**src/hdl/idll_ram.sv**
```systemverilog
// ----------------------------------------------------------------------------
// idll_ram
// generic single write, single read ram with registered read data
// ----------------------------------------------------------------------------
`timescale 1ns / 1ps
`default_nettype none

module idll_ram #(
   parameter int WIDTH = 8,
   parameter int DEPTH = 16
) (
   input  logic                     clock,
   input  logic                     wr_en,
   input  logic [$clog2(DEPTH)-1:0] wr_addr,
   input  logic [WIDTH-1:0]         wr_data,
   input  logic [$clog2(DEPTH)-1:0] rd_addr,
   output logic [WIDTH-1:0]         rd_data
);

   logic [WIDTH-1:0] mem_ff [DEPTH];
   logic [WIDTH-1:0] rd_data_ff;

   always_ff @(posedge clock) begin
      if (wr_en) begin
         mem_ff[wr_addr] <= wr_data;
      end
      rd_data_ff <= mem_ff[rd_addr];
   end

   assign rd_data = rd_data_ff;

endmodule

`default_nettype wire

```
**config.mk**
```make
export PLATFORM = sky130hd
export DESIGN_NAME = idll_ram
export DESIGN_NICKNAME = d
export VERILOG_FILES = /design/src/hdl/idll_ram.sv
export SDC_FILE = /design/constraint.sdc
export NUM_CORES = 1
export LEC_CHECK = 0
export ABC_AREA = 1
export BUFFER_PORTS_ARGS = -buffer_cell sky130_fd_sc_hd__buf_4
export CAP_MARGIN = 15
export CORE_ASPECT_RATIO = 0.8
export CORE_MARGIN = 10
export CORE_UTILIZATION = 55
export DETAILED_ROUTE_END_ITERATION = 16
export GPL_ROUTABILITY_DRIVEN = 0
export PLACE_DENSITY = 0.72
export RECOVER_POWER = 25
export SLEW_MARGIN = 10
export SYNTH_ARGS = -nofsm -noshare
export SYNTH_HDL_FRONTEND = slang
export SYNTH_SLANG_ARGS = --single-unit
```
**constraint.sdc**
```tcl
create_clock -name clock -period 1.1 [get_ports clock]
set_input_delay 0.11 -clock clock [delete_from_list [all_inputs] [get_ports clock]]
set_output_delay 0.11 -clock clock [all_outputs]
set_load 0.02 [all_outputs]
```
Word level (Yosys, flattened, before mapping)
Memory sizes are Yosys's and may differ from the RTL's. A register that Yosys moved wholly into a read port is not among the register bits.
Index checks and enable logic that the tools add are counted.
- register bits: 0
- bits in writable memories: 128
- bits of input ports: 18
- word-level logic and storage cells: 3
- memories: 1
- memories (memory ; words ; width ; read ports ; clocked after memory_dff ; write ports ; line ; text):
    mem_ff ; 16 ; 8 ; 1 ; 1 ; 1 ; 20 ; logic [WIDTH-1:0] mem_ff [DEPTH];
- mux-type cells: 2
- operators by type and width (kind ; count):
    two-way mux 1 bit ; 2

Longest topological paths before layout
- depth after elaboration: 2
- gate-level depth with buffers: 8
- mapped depth without buffers: 7

Worst setup path after synthesis
Ideal clock, no wire load.
- path kind: input to register
- start point: in wr_addr[3]
- end point: mem mem_ff[4][0], enable pin
- setup time: 0.370 ns
- arrival time: 0.691 ns
- data required time: 0.730 ns
- setup slack: 0.039 ns
- stages: 2
- path buffers: 0
- cells stage by stage: nand3b_1 > nor2_1
- RTL lines (item ; line ; text):
    from (decl) ; 14 ; input logic [$clog2(DEPTH)-1:0] wr_addr,
    to (decl) ; 20 ;
Straight into the memory's write port.

Worst setup path in the final report
- start point: reg rd_data_ff[5] (netlist: rd_data[5]), read port of mem_ff
- end point: out rd_data[5]
- RTL lines (item ; line ; text):
    from (decl) ; 21 ; logic [WIDTH-1:0] rd_data_ff;
    to (decl) ; 17 ; output logic [WIDTH-1:0] rd_data
No word-level cell between the ends.

==> impl_metrics.yaml <==
status:
  status: "complete, no violations"
critical_path:
  cp_cell_sequence: "buf_4"
  r2r_start: "mem_ff[1][5]"
  slowest_delay_ns: 0.38
  crit_family: "flip-flops"
  worst_path_max_delay_cell: "dfxtp_1"
  startpoint: "rd_data[5]"
  r2r_slack_ns: 0.09
  critPathBufInv: 1
  cp_max_fo: 1
  worstSetupPathType: "flip-flop to primary output"
  worstSetupEndpointType: "primary output"
  start_kind: "flip-flop"
  required_ns: 0.99
  crit_arrival_ns: 0.95
place:
  dp_hpwl_mm: 8.38
  io_buffers: 25
sta:
  fin_crit_sh_pct: 96.2
  worstMarginPinSlew_ns: 0.934
  whs_ns: 0.0240
  maxSlewHeadroom_pct: 37.7
  drv_slew: 0
  finalSetupViolations: 0
  tns_ns: 0
  timing.fmax_mhz: 945
  skew_ns: 0.0119
  fin_crit_ns: 1.06
  finalHoldViolCount: 0
  rsz0062_at_grt: "no"
final_layout:
  diodes: 0
  synthToLayoutAreaGrowth_pct: 18.9
  mostFrequentLayoutCells: "173 x nand2_1, 128 x edfxtp_1, 100 x inv_1, 95 x nand3_1, 39 x buf_4"
  final_common_cell: "nand2_1"
  fin_nets: 618
  final_layout_size_suffix_gt1_share_pct: 12.9
route:
  drt_iter0_markers: 612
  firstDrtPassIters: 5
  drc: 0
  ant_nets: 0
  vias: 3959
  via_per_inst: 5.26
  drt_wl_total_mm: 13.5
  drt-wirelength-per-cell_um: 17.9
cts:
  cts_setup_buffers: 0
  numCtsBuffers: 17
  clkLatencyLatePin_ns: 0.41
  htreeDepth: 4
  clock_path_buffers: 2
  cts_tree: "done"
  clock_sinks: 136
  cts_hold_buf: 0
  cts-root-buf: "clkbuf_16"
  post_cts_resized: 0
  path_clk_slew_ns: 0.05
power:
  p_int_uw: 9850
  cellPowerDensity_mw_per_mm2: 1830
  irDropWorstVdd_v: 0.000930
  p_clk_share_pct: 46.7
  leakage_uw: 0.00299
  power.switching_uw: 2670
  p_seq_share_pct: 46.6
  power_frac_comb_pct: 6.7
  swShare_pct: 21.3
floorplanning:
  initial_core_util_pct: 56.3
  fp.dieArea_sq_mm: 0.0150
  top_level_ports: 26
  core_area_sq_mm: 0.0102
  die_h_um: 112
  die_w_um: 134
  rows: 33
hold_path:
  hold_class: "input port to flip-flop"
  min-delay-start: "rd_addr[3]"
flow_run:
  cap_violations: 0
grt:
  grt_max_degree: 48
  antenna_found_initial: 0
  grt_pass1_vias: 3843
  grt_overflow: 0
  grtUsageTotal_pct: 18.6
  grt_pass1_wl_mm: 21.4
synthesis:
  synth-seq-cells: 136
  avgSynthCellArea_sq_um: 10.5
  ys_top_cells_by_area: "edfxtp_1 67%, nand2_1 11%, nand3_1 8.4%"
  synth_top_area_share_pct: 66.7
  syn_nets: 569
  netlist_area_sq_mm: 0.00577
  yosysSeqAreaShare_pct: 69.4
  synth-warning-count: 0
  synth.distinct_cells: 12
  syn_inst: 551
  synth_top_area_cell: "edfxtp_1"
-- path summary, 6_finish.rpt --
path,endpoint,cells after the start
worst max-delay path,rd_data[5],1
worst min-delay path,rd_data[7],3
worst max register to register,rd_data[5],6
worst min register to register,rd_data[1],6
-- area by class of cell --
cell class                      count  area [sq um]
Tap cell                          140           175
Clock buffer                       19           433
Inverter                          102           383
Timing Repair Buffer               54           463
Fill cell                         784          3380
Sequential cell                   136          4000
Multi-Input combinational cell    289          1220
Clock inverter                     12           178
-- stage by stage --
stage               util [%]  area [sq um]  setup slack, ns  power, uW  std cells
floorplan                  -          5770           0.0392       6380        551
global placement        61.2          6270           -0.101       6750        721
detailed placement      61.2          6270           -0.115       6770        721
CTS                     67.2          6880           0.0323      12600        752
global route            67.0          6860           0.0114      12900        752
finish                  67.0          6860           0.0414      12500        752
-- power by group through the flow --
stage	combinational (uW)	sequential, uW	clock, uW
3_5_place_dp	832	5940	0
5_1_grt	910	5850	6130
4_1_cts	842	5830	5910
2_1_floorplan	409	5970	0
3_3_place_gp	815	5940	0
6_report	834	5840	5850
-- synthesized netlist by cell type --
cell type  instances
buf_1              1
buf_2             13
buf_4              4
buf_6              6
dfxtp_1            8
edfxtp_1         128
inv_1            100
inv_2              2
nand2_1          173
nand3_1           97
nand3b_1           2
nor2_1            17
-- per-layer routing --
| layer | vias up | part of all wire [%] | track usage (%) |
|---|---|---|---|
| li1 | 1876 | - | - |
| met1 | 1858 | 44 | 26.3 |
| met2 | 212 | 46 | 27.3 |
| met3 | 13 | 9.1 | 4.54 |
| met4 | 0 | 1.4 | 6.23 |
| met5 | - | 0 | 0 |
-- registers in the layout, summed over array words and instances, names as in the netlist --
name and cells:
mem_ff 128, rd_data 8
-- cell families after synthesis --
kind of cell	count (synthesis)	share of synthesized area [%]
simple gates	289	21.0
buf+inv	126	9.52
flops	136	69.4
Note: power is estimated with default switching activity, not from simulation.
