### src/hdl/idll_pkg.sv
// ----------------------------------------------------------------------------
// idll_pkg
// types and codes shared by the indexed doubly linked list
// ----------------------------------------------------------------------------
`timescale 1ns / 1ps
`default_nettype none

package idll_pkg;

   localparam int ACTION_W   = 3;
   localparam int ID_FIELD_W = 10;
   localparam int VALUE_W    = 32;
   localparam int STATUS_W   = 2;
   localparam int WIDE_W     = 17;

   typedef enum logic [ACTION_W-1:0] {
      ACT_APPEND = 3'd0,
      ACT_INSERT = 3'd1,
      ACT_MOVE   = 3'd2,
      ACT_SPLICE = 3'd3,
      ACT_READ   = 3'd4,
      ACT_REMOVE = 3'd5
   } action_type;

   typedef enum logic [STATUS_W-1:0] {
      ST_DONE      = 2'd0,
      ST_NOT_FOUND = 2'd1,
      ST_DUPLICATE = 2'd2
   } status_type;

   typedef enum logic [2:0] {
      S_CLEAR,
      S_IDLE,
      S_RD_A,
      S_RD_B,
      S_PLAN,
      S_WR0,
      S_WR1,
      S_WR2
   } state_type;

   typedef struct packed {
      status_type status;
      logic [1:0] next_we;
      logic [2:0] prev_we;
      logic       pres_we;
      logic       pres_data;
      logic       value_we;
      logic       next_exists;
      logic       prev_exists;
   } plan_ctl_type;

endpackage

`default_nettype wire

### src/hdl/idll_plan.sv
// ----------------------------------------------------------------------------
// idll_plan
// decides status, presence, value and link writes, read results and new head and tail for one action
// ----------------------------------------------------------------------------
`timescale 1ns / 1ps
`default_nettype none

module idll_plan #(
   parameter int ID_W = 10
) (
   input  logic [idll_pkg::ACTION_W-1:0] action,
   input  logic [ID_W-1:0]               a_idx,
   input  logic [ID_W-1:0]               b_idx,
   input  logic                          a_ok,
   input  logic                          b_ok,
   input  logic                          pres_a,
   input  logic                          pres_b,
   input  logic [ID_W:0]                 next_a,
   input  logic [ID_W:0]                 prev_a,
   input  logic [ID_W:0]                 next_b,
   input  logic [idll_pkg::VALUE_W-1:0]  value_a,
   input  logic [ID_W:0]                 head,
   input  logic [ID_W:0]                 tail,
   output idll_pkg::plan_ctl_type        ctl,
   output logic [ID_W-1:0]               next_addr [2],
   output logic [ID_W:0]                 next_data [2],
   output logic [ID_W-1:0]               prev_addr [3],
   output logic [ID_W:0]                 prev_data [3],
   output logic [ID_W:0]                 new_head,
   output logic [ID_W:0]                 new_tail,
   output logic [idll_pkg::VALUE_W-1:0]  rd_value,
   output logic [ID_W-1:0]               rd_next,
   output logic [ID_W-1:0]               rd_prev
);

   import idll_pkg::*;

   logic [ID_W:0]   lnk_a;
   logic [ID_W:0]   lnk_b;
   logic [ID_W:0]   lnk_null;
   logic [ID_W:0]   lnk_e;
   logic [ID_W:0]   mv_n;
   logic [ID_W-1:0] e_idx;
   logic            a_here;
   logic            b_here;

   assign lnk_a    = {1'b0, a_idx};
   assign lnk_b    = {1'b0, b_idx};
   assign lnk_null = {1'b1, {ID_W{1'b0}}};
   assign e_idx    = (action == ACT_MOVE) ? a_idx : b_idx;
   assign lnk_e    = {1'b0, e_idx};
   assign mv_n     = (action == ACT_MOVE) ? next_a : next_b;
   assign a_here   = a_ok && pres_a;
   assign b_here   = b_ok && pres_b;

   always_comb begin
      ctl        = '0;
      ctl.status = ST_DONE;
      for (int i = 0; i < 2; i++) begin
         next_addr[i] = a_idx;
         next_data[i] = lnk_null;
      end
      for (int i = 0; i < 3; i++) begin
         prev_addr[i] = a_idx;
         prev_data[i] = lnk_null;
      end
      new_head = head;
      new_tail = tail;
      rd_value = '0;
      rd_next  = '0;
      rd_prev  = '0;
      case (action)
         ACT_APPEND: begin
            if (!a_ok) begin
               ctl.status = ST_NOT_FOUND;
            end else if (pres_a) begin
               ctl.status = ST_DUPLICATE;
            end else begin
               ctl.pres_we   = 1'b1;
               ctl.pres_data = 1'b1;
               ctl.value_we  = 1'b1;
               ctl.prev_we[0] = 1'b1;
               prev_data[0]   = tail;
               ctl.next_we[0] = 1'b1;
               next_data[0]   = lnk_null;
               if (!tail[ID_W]) begin
                  ctl.next_we[1] = 1'b1;
                  next_addr[1]   = tail[ID_W-1:0];
                  next_data[1]   = lnk_a;
               end else begin
                  new_head = lnk_a;
               end
               new_tail = lnk_a;
            end
         end
         ACT_INSERT: begin
            if (!b_here || !a_ok) begin
               ctl.status = ST_NOT_FOUND;
            end else if (pres_a) begin
               ctl.status = ST_DUPLICATE;
            end else begin
               ctl.pres_we    = 1'b1;
               ctl.pres_data  = 1'b1;
               ctl.value_we   = 1'b1;
               ctl.prev_we[0] = 1'b1;
               prev_data[0]   = lnk_b;
               ctl.next_we[0] = 1'b1;
               next_data[0]   = next_b;
               ctl.next_we[1] = 1'b1;
               next_addr[1]   = b_idx;
               next_data[1]   = lnk_a;
               if (!next_b[ID_W]) begin
                  ctl.prev_we[1] = 1'b1;
                  prev_addr[1]   = next_b[ID_W-1:0];
                  prev_data[1]   = lnk_a;
               end
               if (lnk_b == tail) begin
                  new_tail = lnk_a;
               end
            end
         end
         ACT_MOVE, ACT_SPLICE: begin
            if (!a_here || ((action == ACT_SPLICE) && !b_here)) begin
               ctl.status = ST_NOT_FOUND;
            end else if (lnk_a != head) begin
               if (!prev_a[ID_W]) begin
                  ctl.next_we[0] = 1'b1;
                  next_addr[0]   = prev_a[ID_W-1:0];
                  next_data[0]   = mv_n;
               end
               ctl.next_we[1] = 1'b1;
               next_addr[1]   = e_idx;
               next_data[1]   = head;
               if (!mv_n[ID_W]) begin
                  ctl.prev_we[0] = 1'b1;
                  prev_addr[0]   = mv_n[ID_W-1:0];
                  prev_data[0]   = prev_a;
               end
               ctl.prev_we[1] = 1'b1;
               prev_data[1]   = lnk_null;
               if (!head[ID_W]) begin
                  ctl.prev_we[2] = 1'b1;
                  prev_addr[2]   = head[ID_W-1:0];
                  prev_data[2]   = lnk_a;
               end
               if (lnk_e == tail) begin
                  new_tail = prev_a;
               end
               new_head = lnk_a;
            end
         end
         ACT_READ: begin
            if (!a_here) begin
               ctl.status = ST_NOT_FOUND;
            end else begin
               rd_value = value_a;
               if (!next_a[ID_W]) begin
                  ctl.next_exists = 1'b1;
                  rd_next         = next_a[ID_W-1:0];
               end
               if (!prev_a[ID_W]) begin
                  ctl.prev_exists = 1'b1;
                  rd_prev         = prev_a[ID_W-1:0];
               end
            end
         end
         ACT_REMOVE: begin
            if (!a_here) begin
               ctl.status = ST_NOT_FOUND;
            end else begin
               if (!prev_a[ID_W]) begin
                  ctl.next_we[0] = 1'b1;
                  next_addr[0]   = prev_a[ID_W-1:0];
                  next_data[0]   = next_a;
               end
               if (!next_a[ID_W]) begin
                  ctl.prev_we[0] = 1'b1;
                  prev_addr[0]   = next_a[ID_W-1:0];
                  prev_data[0]   = prev_a;
               end
               if (lnk_a == head) begin
                  new_head = next_a;
               end
               if (lnk_a == tail) begin
                  new_tail = prev_a;
               end
               ctl.pres_we   = 1'b1;
               ctl.pres_data = 1'b0;
            end
         end
         default: begin
         end
      endcase
   end

endmodule

`default_nettype wire

### config.mk
export PLATFORM = sky130hd
export DESIGN_NAME = idll_plan
export DESIGN_NICKNAME = d
export VERILOG_FILES = /design/src/hdl/idll_pkg.sv /design/src/hdl/idll_plan.sv
export SDC_FILE = /design/constraint.sdc
export NUM_CORES = 1
export LEC_CHECK = 0
export BUFFER_PORTS_ARGS = -buffer_cell sky130_fd_sc_hd__buf_2
export CAP_MARGIN = 20
export CELL_PAD_IN_SITES_DETAIL_PLACEMENT = 1
export CELL_PAD_IN_SITES_GLOBAL_PLACEMENT = 2
export CORE_ASPECT_RATIO = 1.4
export CORE_MARGIN = 2
export CORE_UTILIZATION = 19
export DETAILED_ROUTE_END_ITERATION = 6
export PLACE_DENSITY_LB_ADDON = 0.1
export SETUP_SLACK_MARGIN = 0.5
export SYNTH_ARGS = -nofsm -noshare
export SYNTH_HDL_FRONTEND = slang
export SYNTH_SLANG_ARGS = --single-unit
### constraint.sdc
create_clock -name vclk -period 3.54
set_clock_uncertainty 0.05 [all_clocks]
set_input_delay 0.354 -clock vclk [all_inputs]
set_output_delay 0.354 -clock vclk [all_outputs]
set_load 0.02 [all_outputs]
; ---- Yosys cells after proc, flatten, opt, wreduce, memory -nomap -nowiden
; Index checks and enable logic that the tools add are counted.
[op_classes]
n_eq_ne = 10
muxes = 113
n_reduce_logical = 11
[op_table]
columns = op, n
row1 = $mux 11, 32
row2 = $mux 10, 27
row3 = $mux 22, 6
row4 = $pmux 11 s4, 3
row5 = $mux 33, 2
row6 = $pmux 11 s3, 2
row7 = $mux 32, 2
row8 = $eq 10x11->1, 4
row9 = $mux 20, 2
row10 = $pmux 10 s2, 2
row11 = $pmux 10 s3, 1
row12 = $pmux 11 s2, 1
row13 = $mux 5, 4
row14 = $mux 2, 9
row15 = $ne 10x11->1, 1
row16 = $mux 1, 10
row17 = $mux 4, 2
row18 = $pmux 1 s4, 2
row19 = $pmux 2 s4, 1
row20 = $eq 3x2->1 const B, 2
row21 = $eq 3x3->1 const B, 2
row22 = $pmux 2 s3, 1
row23 = $pmux 1 s2, 2
row24 = $reduce_or 2->1, 2
row25 = other kinds (7), 12
[word_totals]
register_bits = 0
in_bits = 114
wordCells = 134

; ---- Longest topological paths before layout
[depth]
word_depth = 7
mapped_depth = 11
ltp_nobuf = 7

; ---- Worst setup path before layout
; Ideal clock, no wire load.
[synth_timing]
path_kind = input to output
from = in a_idx[5]
to = out prev_addr[6] (netlist name)
t_arrival_ns = 2.626
required_time_ns = 3.136
path_slack_ns = 0.510
cell_stages = 9
n_path_buf = 3
cell_sequence = buf_2 > xor2_1 > or4_4 > o31ai_4 > or2_1 > buf_4 > nor2_1 > clkbuf_1 > o21ai_0
[synth_rtl]
columns = item, line_no
row1 = "start, declared", idll_plan.sv:12  ; input logic [ID_W-1:0] a_idx,
row2 = "end, declared", idll_plan.sv:27  ; output logic [ID_W-1:0] prev_addr [3],

; ---- Worst setup path after layout
[layout_timing]
from = in action[0] (netlist name)
to = out new_tail[6]
[layout_between]
elab_chain_cells = 7
elab_cells_between_ends = 14
[layout_lines]
columns = item, line_no
row1 = "start, declared", idll_plan.sv:11  ; input logic [idll_pkg::ACTION_W-1:0] action,
row2 = $eq 3x2->1, "idll_plan.sv:50, idll_plan.sv:72"
row3 = $mux 10, idll_plan.sv:50  ; assign e_idx = (action == ACT_MOVE) ? a_idx : b_idx;
row4 = $eq 10x11->1, idll_plan.sv:146  ; if (lnk_e == tail) begin
row5 = $mux 11, idll_plan.sv:146
row6 = $mux 11, idll_plan.sv:125  ; end else if (lnk_a != head) begin
row7 = $mux 11, idll_plan.sv:123  ; if (!a_here || ((action == ACT_SPLICE) && !b_here)) begin
row8 = $pmux 11 s4 *, idll_plan.sv:72  ; case (action)
row9 = "end, declared", idll_plan.sv:30  ; output logic [ID_W:0] new_tail,
; Mark *: on every way between the ends. The rest lies on a longest branch, timed or not.

==> results.md <==
- Worst Hold Class: input port to output port
- CP Max Fanout: 14
- P per Cell Area: ~110 mW/mm²
- CLK BUF: 0
- Synth area leaders: and2_1 14%, a22o_1 8.3%, a222oi_1 7.5%
- WP data arrival: 2.65 ns
- Slowest CP cell: a221o_1
- Count leader, synth: and2_1
- Cells after synthesis: roughly 470
- Largest net degree at the start of global routing: 35
- # diodes: 0
- Top post-synthesis cells by count: 72 x and2_1, 51 x nand2_1, 38 x clkbuf_1, 34 x inv_1, 30 x a22o_1
- Mapped cell area: ~0.0032 mm²
- Synth top area share: approximately 14%
- Xor/xnor share of the synthesized area: 6.879%
- Vertical die dimension: 157.1 µm
- GRT Util Overall: between 20% and 30%
- Post-synthesis average cell area: between 6 and 7 µm²
- YS warnings: 0
- Storage cell area: 0 µm²
- Port buffer count: 305
- CP cell instances: buf_2 -> nor3b_4 -> buf_12 -> buf_4 -> mux2i_1 -> a211oi_1 -> nand4_1 -> nor3_2 -> a21oi_2 -> buf_6 -> a221o_1 -> buf_2
- Lkg Pwr: approximately 0.0030 µW
- Most used cell along the critical path: buf_2
- Critical Path RT: between 3 and 4 ns
- Critical path type: input port to output port
- Multiplexer share of the synthesized area: 14.11%
- Area leader, netlist: and2_1
- Synth unique cells: 53
- Multi-input logic area: around 0.0030 mm²
- Total Nets Final: around 900
- TritonRoute pass-1 iters: 7
- Synth Area in Compound Gates: between 30% and 40%
- Rel. slew slack: between 30 and 40%
- RSZ-0062 raised after global routing: true
- Area Overhead vs Synth: 69.22%
- Min cycle time layout: between 3 and 4 ns
- GRT overflow: 0
- Wirelength per Cell: 22.91 µm
- # IOs: a little over 300
- Max-slew violations: 0
- Via count: 5054
- CP max stage delay: roughly 0.36 ns
- Final Hold Viols: 0
- Number of max-cap violations: 0
- DPL Wire Length: 18.57 mm
- Die Wd: 113.4 µm
- Number of global-route vias before repair: ~5300
- Rows: 56
- Initial antenna violation count: 0
- Final wirelength: approximately 23 mm
- Kind of end point of the critical path: output port
- Filler cells: 2150
- Sequential area share after synthesis: 0%
- Final TNS setup: 0 ns
- Area of the core: roughly 0.017 mm²
- Flip-flop and latch count: 0
- Tcrit/Tclk final: between 80% and 90%
- Status: completed
- DRC Markers: 0
- Main combinational cell family by area after synthesis: simple AND/OR/NAND/NOR gates
- First-pass GRT wire length: around 33 mm
- Startpoint types: input port
- Die ar.: 0.01782 mm²
- Fmax: around 330 MHz
- Post-synthesis adder-cell area fraction: 0%
- Simple-gate portion of the synthesized area: 34.47%
- Worst slew pin tran: approximately 1 ns
- Peak supply drop: 30.68 µV
- Initial core utilization: 19.17%
- Starting DRT DRC Count: 310
- GPL Wtd Cong: 0.8307
- Setup violations, final: 0
- ANT nets after route: 0
- Fraction of layout cells with a size suffix above 1: 53.91%
- Mapped Nets: around 600
- Fin util: approximately 32%
- Via/cell ratio: 5.136
final timing paths:
| kind | depth (start not counted) | end | startpoint |
|---|---|---|---|
| max | 12 | new_tail[6] | action[0] |
| min | 3 | rd_value[12] | value_a[12] |
worst max-delay path, delay by kind of cell:
kind                   cells  cell delay, ns
AO/OA/AOI/OAI              3            0.76
buffers and inverters      5            0.75
AND/OR/NAND/NOR            3            0.70
multiplexers               1            0.07
cell usage in the layout, fill, tap and decap left out, types with 3 or more instances in the layout:
cell      netlist  final
a21o_1          6      6
a21oi_1         9      8
a221o_1        10     10
a222oi_1       24     24
a22o_1         30     29
a22oi_1        12     11
and2_1         72     72
buf_12          0      3
buf_2           7    296
buf_4           2     49
buf_6           2      8
inv_1          34     34
mux2_2         15     15
mux2_4         14     14
mux2i_1         7      7
nand2_1        51     49
nand2b_1       10     10
nand3_1         5      5
nand4_1         5      5
nor2_1         24     22
nor2b_1        15     14
nor4_1          6      3
o21ai_0         7      7
or2_2           3      3
xnor2_1        16     16
xor2_1          9      8
report_power, final:
| group | internal [µW] | total (µW) | switching [µW] |
|---|---|---|---|
| logic | 241 | 614 | 373 |
| clock network | 0 | 0 | 0 |
| registers | 0 | 0 | 0 |
| total | 241 | 614 | 373 |
kinds of logic after synthesis:
kind of cell,count (synthesis)
XOR/XNOR,25
multiplexers,36
buffers and inverters,84
AND/OR/NAND/NOR,204
AO/OA/AOI/OAI,125
per-layer routing:
layer / vias to the layer above / track usage (%) / wire length, µm
met1: 2446 / 25.95 / 8154
met3: 22 / 3.389 / 1427
met5: - / 0 / 0
met4: 0 / 4.530 / 522
met2: 256 / 47.08 / 12440
li1: 2330 / - / -
metrics by stage:
step	std cells	hold WS [ns]	instance area [µm²]	power, µW	worst slack [ns]
floorplan	474	0.7916	3183	313.7	0.5100
global placement	968	0.9765	5064	581.0	0.1828
detailed placement	968	0.9797	5064	582.1	0.1508
CTS	968	0.9812	5115	589.2	0.4715
global route	984	0.9945	5386	653.8	0.3962
finish	984	0.9789	5386	613.6	0.4870
area by class of cell:
cell class                 count  share of cell area, %
timing repair buffer         357                  37.40
tap                          203                  4.715
multi-input combinational    390                  55.52
inverter                      34                  2.369
what timing repair did:
action                                  in CTS  in global routing
endpoints found under the setup margin      74                 44
cloned                                       0                  1
pin swaps                                    3                  8
resized for setup                           13                 40
hold buffers                                 0                  0
setup buffers                                0                 15
(Power assumes the default switching activity.)
